### src/hdl/kbf_pkg.sv
// ----------------------------------------------------------------------------
// kbf_pkg
// Shared types and constants for the keyboard key FIFO register port.
// ----------------------------------------------------------------------------
package kbf_pkg;

    // default depth of the key FIFO
    localparam int DEFAULT_FIFO_DEPTH = 16;

    // operation codes
    localparam logic [1:0] OP_READ  = 2'd0;
    localparam logic [1:0] OP_WRITE = 2'd1;
    localparam logic [1:0] OP_KEY   = 2'd2;

    // register addresses
    localparam logic [15:0] ADDR_DATA   = 16'd0;
    localparam logic [15:0] ADDR_STATUS = 16'd1;

    // status byte bits
    localparam logic [7:0] STAT_ENABLE   = 8'h01;
    localparam logic [7:0] STAT_PENDING  = 8'h02;
    localparam logic [7:0] STAT_NOTEMPTY = 8'h04;

    // one incoming transaction
    typedef struct packed {
        logic [1:0]  operation;
        logic [15:0] address;
        logic [7:0]  write_data;
        logic [7:0]  key_code;
    } item_t;

    // one returned transaction
    typedef struct packed {
        logic [7:0] read_data;
        logic       interrupt_pending;
    } result_t;

    // controller commands to the datapath
    typedef struct packed {
        logic capture;
        logic execute;
    } ctrl_t;

endpackage

### src/hdl/kbf_ctrl.sv
// ----------------------------------------------------------------------------
// kbf_ctrl
// Sequencer: takes a transaction, runs the execute state, then strobes the
// result. A new transaction may be taken while the result is shown.
// ----------------------------------------------------------------------------
module kbf_ctrl
(
    input  logic           clk,
    input  logic           rst_n,
    input  logic           start,
    output logic           busy,
    output logic           done,
    output kbf_pkg::ctrl_t ctrl
);

    localparam logic [1:0] ST_IDLE = 2'd0;
    localparam logic [1:0] ST_EXEC = 2'd1;
    localparam logic [1:0] ST_RESP = 2'd2;

    logic [1:0] state_reg;
    logic [1:0] state_next;
    logic       accept;

    // handshake
    assign busy   = (state_reg == ST_EXEC);
    assign done   = (state_reg == ST_RESP);
    assign accept = start && !busy;

    // commands
    assign ctrl.capture = accept;
    assign ctrl.execute = (state_reg == ST_EXEC);

    // next state
    always_comb
    begin
        state_next = state_reg;
        unique case (state_reg)
            ST_IDLE:
            begin
                if (accept)
                begin
                    state_next = ST_EXEC;
                end
            end
            ST_EXEC:
            begin
                state_next = ST_RESP;
            end
            ST_RESP:
            begin
                state_next = accept ? ST_EXEC : ST_IDLE;
            end
            default:
            begin
                state_next = ST_IDLE;
            end
        endcase
    end

    // state register
    always_ff @(posedge clk or negedge rst_n)
    begin
        if (!rst_n)
        begin
            state_reg <= ST_IDLE;
        end
        else
        begin
            state_reg <= state_next;
        end
    end

endmodule

### src/hdl/kbf_datapath.sv
// ----------------------------------------------------------------------------
// kbf_datapath
// Key FIFO memory, pointers, fill count, enable and pending flags, and the
// result registers.
// ----------------------------------------------------------------------------
module kbf_datapath
#(
    parameter int FIFO_DEPTH = kbf_pkg::DEFAULT_FIFO_DEPTH
)
(
    input  logic             clk,
    input  logic             rst_n,
    input  kbf_pkg::ctrl_t   ctrl,
    input  kbf_pkg::item_t   item,
    output kbf_pkg::result_t result
);

    localparam int PTR_W = (FIFO_DEPTH > 1) ? $clog2(FIFO_DEPTH) : 1;
    localparam int CNT_W = $clog2(FIFO_DEPTH + 1);
    localparam logic [PTR_W-1:0] PTR_LAST = PTR_W'(FIFO_DEPTH - 1);
    localparam logic [CNT_W-1:0] CNT_FULL = CNT_W'(FIFO_DEPTH);

    kbf_pkg::item_t   item_reg;
    logic [7:0]       mem [FIFO_DEPTH];
    logic [7:0]       mem_q_reg;
    logic [PTR_W-1:0] rd_ptr_reg;
    logic [PTR_W-1:0] rd_ptr_next;
    logic [PTR_W-1:0] wr_ptr_reg;
    logic [PTR_W-1:0] wr_ptr_next;
    logic [CNT_W-1:0] count_reg;
    logic [CNT_W-1:0] count_next;
    logic             enable_reg;
    logic             enable_next;
    logic             pending_reg;
    logic             pending_next;
    logic [7:0]       rdata_reg;
    logic [7:0]       rdata_next;
    logic             pop_sel_reg;
    logic             do_pop;
    logic             do_push;
    logic             is_read;
    logic             is_write;
    logic             is_key;
    logic [7:0]       status;

    // capture the transaction
    always_ff @(posedge clk)
    begin
        if (ctrl.capture)
        begin
            item_reg <= item;
        end
    end

    // decode
    assign is_read  = (item_reg.operation == kbf_pkg::OP_READ);
    assign is_write = (item_reg.operation == kbf_pkg::OP_WRITE);
    assign is_key   = (item_reg.operation == kbf_pkg::OP_KEY);
    assign do_pop   = is_read && (item_reg.address == kbf_pkg::ADDR_DATA)
                      && (count_reg != '0);
    assign do_push  = is_key && (count_reg != CNT_FULL);

    assign status = (enable_reg ? kbf_pkg::STAT_ENABLE : 8'h00)
                  | (pending_reg ? kbf_pkg::STAT_PENDING : 8'h00)
                  | ((count_reg != '0) ? kbf_pkg::STAT_NOTEMPTY : 8'h00);

    // pointer, count, flag and read data updates
    always_comb
    begin
        rd_ptr_next  = rd_ptr_reg;
        wr_ptr_next  = wr_ptr_reg;
        count_next   = count_reg;
        enable_next  = enable_reg;
        pending_next = pending_reg;
        rdata_next   = 8'h00;
        if (do_pop)
        begin
            rd_ptr_next = (rd_ptr_reg == PTR_LAST) ? '0 : rd_ptr_reg + PTR_W'(1);
            count_next  = count_reg - CNT_W'(1);
        end
        if (do_push)
        begin
            wr_ptr_next = (wr_ptr_reg == PTR_LAST) ? '0 : wr_ptr_reg + PTR_W'(1);
            count_next  = count_reg + CNT_W'(1);
        end
        if (is_read && (item_reg.address == kbf_pkg::ADDR_STATUS))
        begin
            rdata_next = status;
        end
        if (is_write && (item_reg.address == kbf_pkg::ADDR_STATUS))
        begin
            enable_next  = item_reg.write_data[0];
            pending_next = 1'b0;
        end
        if (is_key && enable_reg)
        begin
            pending_next = 1'b1;
        end
    end

    // key memory, registered read at the read pointer
    always_ff @(posedge clk)
    begin
        if (ctrl.execute)
        begin
            if (do_push)
            begin
                mem[wr_ptr_reg] <= item_reg.key_code;
            end
            mem_q_reg <= mem[rd_ptr_reg];
        end
    end

    // result payload
    always_ff @(posedge clk)
    begin
        if (ctrl.execute)
        begin
            rdata_reg <= rdata_next;
        end
    end

    // control state
    always_ff @(posedge clk or negedge rst_n)
    begin
        if (!rst_n)
        begin
            rd_ptr_reg  <= '0;
            wr_ptr_reg  <= '0;
            count_reg   <= '0;
            enable_reg  <= 1'b0;
            pending_reg <= 1'b0;
            pop_sel_reg <= 1'b0;
        end
        else if (ctrl.execute)
        begin
            rd_ptr_reg  <= rd_ptr_next;
            wr_ptr_reg  <= wr_ptr_next;
            count_reg   <= count_next;
            enable_reg  <= enable_next;
            pending_reg <= pending_next;
            pop_sel_reg <= do_pop;
        end
    end

    // result out
    assign result.read_data         = pop_sel_reg ? mem_q_reg : rdata_reg;
    assign result.interrupt_pending = pending_reg;

endmodule

### src/hdl/keyboard_fifo_register_port.sv
// ----------------------------------------------------------------------------
// keyboard_fifo_register_port
// Keyboard peripheral: key FIFO behind a data and a status/control register.
// ----------------------------------------------------------------------------
// result: strobed on done in the state after the execute state
// a new transaction is held off by busy in the execute state that reads the key
//   memory into its registered output, and may be taken while the result is shown
// busy is high only in the execute state; the result must be taken when shown
// reset: FIFO empty, keyboard disabled, no interrupt pending; key memory
//   contents are not cleared
module keyboard_fifo_register_port
#(
    parameter int FIFO_DEPTH = kbf_pkg::DEFAULT_FIFO_DEPTH
)
(
    input  logic             clk,
    input  logic             rst_n,
    input  logic             start,
    output logic             busy,
    input  kbf_pkg::item_t   item,
    output logic             done,
    output kbf_pkg::result_t result
);

    kbf_pkg::ctrl_t ctrl;

    // sequencer
    kbf_ctrl u_ctrl
    (
        .clk   (clk),
        .rst_n (rst_n),
        .start (start),
        .busy  (busy),
        .done  (done),
        .ctrl  (ctrl)
    );

    // datapath
    kbf_datapath
    #(
        .FIFO_DEPTH (FIFO_DEPTH)
    )
    u_datapath
    (
        .clk    (clk),
        .rst_n  (rst_n),
        .ctrl   (ctrl),
        .item   (item),
        .result (result)
    );

    // accepted transaction goes to execute next cycle
    assert property (@(posedge clk) disable iff (!rst_n)
        (start && !busy) |=> busy)
        else $error("accepted transaction did not execute");

    // every execute cycle is followed by exactly one result strobe
    assert property (@(posedge clk) disable iff (!rst_n)
        busy |=> (done && !busy))
        else $error("execute not followed by result");

    // no result without a preceding execute cycle
    assert property (@(posedge clk) disable iff (!rst_n)
        done |-> $past(busy))
        else $error("result strobe without execute");

endmodule

### config.mk
export PLATFORM = sky130hd
export DESIGN_NAME = keyboard_fifo_register_port
export DESIGN_NICKNAME = d
export VERILOG_FILES = /design/src/hdl/kbf_pkg.sv /design/src/hdl/kbf_ctrl.sv /design/src/hdl/kbf_datapath.sv /design/src/hdl/keyboard_fifo_register_port.sv
export SDC_FILE = /design/constraint.sdc
export NUM_CORES = 1
export LEC_CHECK = 0
export BUFFER_PORTS_ARGS = -buffer_cell sky130_fd_sc_hd__clkbuf_2
export CAP_MARGIN = 20
export CORE_ASPECT_RATIO = 0.6
export CORE_MARGIN = 2
export CORE_UTILIZATION = 64
export CTS_CLUSTER_DIAMETER = 200
export CTS_CLUSTER_SIZE = 40
export DETAILED_ROUTE_END_ITERATION = 6
export PLACE_DENSITY_LB_ADDON = 0.2
export SETUP_SLACK_MARGIN = 0.02
export SKIP_LAST_GASP = 1
export SLEW_MARGIN = 5
export SYNTH_ARGS = -nofsm -noshare
export SYNTH_HDL_FRONTEND = slang
export SYNTH_SLANG_ARGS = --single-unit
### constraint.sdc
create_clock -name clk -period 4.8 [get_ports clk]
set_input_delay 0 -clock clk [delete_from_list [all_inputs] [get_ports clk]]
set_output_delay 0 -clock clk [all_outputs]
set_load 0.1 [all_outputs]
==> results_dict.tcl <==
set metrics [dict create \
    drive_above_1_share_pct 23.75 \
    dieHeight_um 87.27 \
    cts_sinks 184 \
    setup_tns_ns 0 \
    critPathLaunch "u_datapath.item_reg[33]" \
    slowest_delay_ns 0.69 \
    combPwrFrac_pct 8.1 \
    max_slew_margin_pct 37.56 \
    cts_root_buf "clkbuf_16" \
    end_kind "register" \
    cts_buffers 17 \
    synth-seq-cells 184 \
    grtUsageTotal_pct 26.96 \
    p_leak_nw 2.949 \
    period_needed_ns 2.691 \
    fp.dieW_um 142.8 \
    drc 0 \
    hold_viol_final 0 \
    cp_num_cells 6 \
    io-pin-count 48 \
    yosysWarnings 0 \
    crit_buf_inv 2 \
    num_rows 30 \
    cts_tree "built" \
    cap_violations 0 \
    fillCellCount 592 \
    path_delay_family "simple AND/OR/NAND/NOR gates" \
    antenna_found_initial 0 \
    grt_pass1_wl_um 23280 \
    port_buffers 40 \
    largest_register_ffs 128 \
    tightest_slew_ns 0.9366 \
    nets 534 \
    yosys.area.top_type "edfxtp_1" \
    synth_edf_count 166 \
    setup_ws_ns 2.109 \
    clockBufferDepth 2 \
    netlist_top_cells_count "edfxtp_1 (166), mux2i_1 (32), nand2_1 (20)" \
    reg2reg_from "u_datapath.item_reg[33]" \
    synthArstFlopShare_pct 9.783 \
    yosysMostFrequentCell "edfxtp_1" \
    dr_total_vias 3977 \
    slowest_stage "nor3_1" \
    grt_setup_unrepaired "no" \
    outcome "finished clean" \
    die_area_mm2 0.01246 \
    place_congestion 0.8323 \
    clk_latency_ns 0.43 \
    synthesis.area_mm2 0.007396 \
    slew_violations 0 \
    synth_cell_type_count 47 \
    endpoint "u_datapath.mem[0][7]" \
    syn2layout_area_growth_pct 17.24 \
    synth-seq-area-share_pct 73.49 \
    dp_slack_ns 1.979 \
    power.density_mw_per_mm2 416.2 \
    crit_required_ns 4.93 \
    p_sw_mw 0.8966 \
    wl_um 15720 \
    syn-mean-instance-area_um2 17.95 \
    yosys_most_used_dff "edfxtp_1" \
    fp.coreArea_mm2 0.01130 \
    cpMostUsedCell "buf_4" \
    switching_share_pct 24.85 \
    synth.top_cell.area_share_pct 67.40 \
    clk_pin_slew_ns 0.07 \
    reg2reg_to "u_datapath.mem[0][7]" \
    r2r_slack_ns 2.11 \
    postCtsResizedCells 0 \
    grt_max_degree 28 \
    finalSetupViolations 0 \
    syn-instance-count 412 \
    htree_levels 4 \
    reg2reg_depth 6 \
    startpoint_type "register" \
    ir_drop_mv 0.2966 \
    path_class "register to register" \
    drt-wirelength-per-cell_um 23.78 \
    syn_nets 458 \
    cp_max_fo 11 \
    p_clk_share_pct 38.8 \
    overflow 0 \
    pwr-share-seq_pct 53.1 \
    hold_class "input pin to asynchronous set/reset pin" \
    arrival_ns 2.82 \
    clock.fmax_mhz 371.6 \
    ant_nets 0 \
    diodes 0 \
    yosys-top-cells-area "edfxtp_1 (67%), dfrtp_1 (6.1%), mux4_2 (4.9%)" \
    start_util_pct 65.46 \
    cp_cell_sequence "and4bb_2 -> a21boi_0 -> buf_4 -> nand2_1 -> nor3_1 -> buf_4" \
    finalCritPeriodShare_pct 56.06 \
    viasPerCell 6.017 \
    first_pass_iters 5 \
    dp_hpwl_um 9322 \
    p_int_mw 2.712 \
    grt_pass1_vias 4008 \
    skew_ns 0.01604 \
    drtIter0Drc 427 \
]
metal layers:
| layer | GRT usage [%] | routed length, um |
|---|---|---|
| met5 | 0 | 0 |
| met4 | 8.551 | 170 |
| met3 | 6.872 | 1094 |
| met2 | 42.00 | 7626 |
| met1 | 38.46 | 6826 |
metrics by stage:
stage | area (um2) | hold WS (ns) | power, mW | instances | util [%]
after global placement | 7750 | -0.02234 | 2.185 | 598 | 68.59
after global routing | 8671 | 0.1204 | 3.721 | 661 | 76.74
after detailed placement | 7750 | -0.008436 | 2.205 | 598 | 68.59
final | 8671 | 0.07414 | 3.609 | 661 | 76.74
after CTS | 8636 | 0.07980 | 3.591 | 659 | 76.43
after floorplan | 7396 | -0.2956 | 2.121 | 412 | -
cell usage in the layout, fill, tap and decap left out, types with 6 or more instances in the layout:
| cell type | count |
|---|---|
| inv_1 | 7 |
| mux4_2 | 16 |
| clkbuf_2 | 40 |
| buf_4 | 8 |
| dfrtp_1 | 17 |
| nor2_1 | 15 |
| clkbuf_16 | 17 |
| dlygate4sd3_1 | 29 |
| mux2i_1 | 32 |
| nand2_1 | 20 |
| edfxtp_1 | 166 |
| nor3_1 | 9 |
| a221oi_1 | 16 |
| and2_1 | 9 |
| mux2_2 | 6 |
| ha_1 | 8 |
| a22oi_1 | 9 |
| o21ai_0 | 12 |
how the worst min path moves through the flow:
stage	depth (start not counted)	slack, ns	to
2_1_floorplan	0	-0.30	u_ctrl.state_reg[0]
3_3_place_gp	1	-0.02	u_datapath.count_reg[2]
3_5_place_dp	1	-0.008	u_datapath.count_reg[2]
4_1_cts	2	0.08	u_datapath.count_reg[2]
5_1_grt	2	0.12	u_datapath.wr_ptr_reg[1]
6_report	2	0.07	u_datapath.count_reg[1]
timing repair:
item | 4_1_cts | 5_1_grt
buffers inserted | 0 | 0
hold buffers | 29 | 0
hold endpoints to repair | 46 | 0
power by group through the flow:
stage | Clock, mW | Sequential, mW | Combinational [mW]
floorplan | 0 | 1.90 | 0.224
global placement | 0 | 1.93 | 0.252
detailed placement | 0 | 1.94 | 0.263
CTS | 1.40 | 1.91 | 0.284
global route | 1.47 | 1.92 | 0.325
finish | 1.40 | 1.92 | 0.292
layout make-up:
class	count	area, um2	share of cell area [%]
flip-flops and latches	184	5436	62.70
multi-input cells	200	1834	21.15
repair buffers	78	578.1	6.667
clock buffers	18	439.2	5.065
well taps	160	200.2	2.309
clock inverters	14	156.4	1.804
inverters	7	26.28	0.3030
kinds of logic after synthesis:
logic type               after synthesis  share of synthesized area [%]
XOR/XNOR                               5                         0.5922
AO/OA/AOI/OAI                         54                          5.684
adder cells (fa/ha/maj)                9                          1.624
AND/OR/NAND/NOR                       75                          6.175
multiplexers                          57                          10.73
flip-flops                           184                          73.49
buffers and inverters                 28                          1.709
Power figures use the tool's default switching activity.
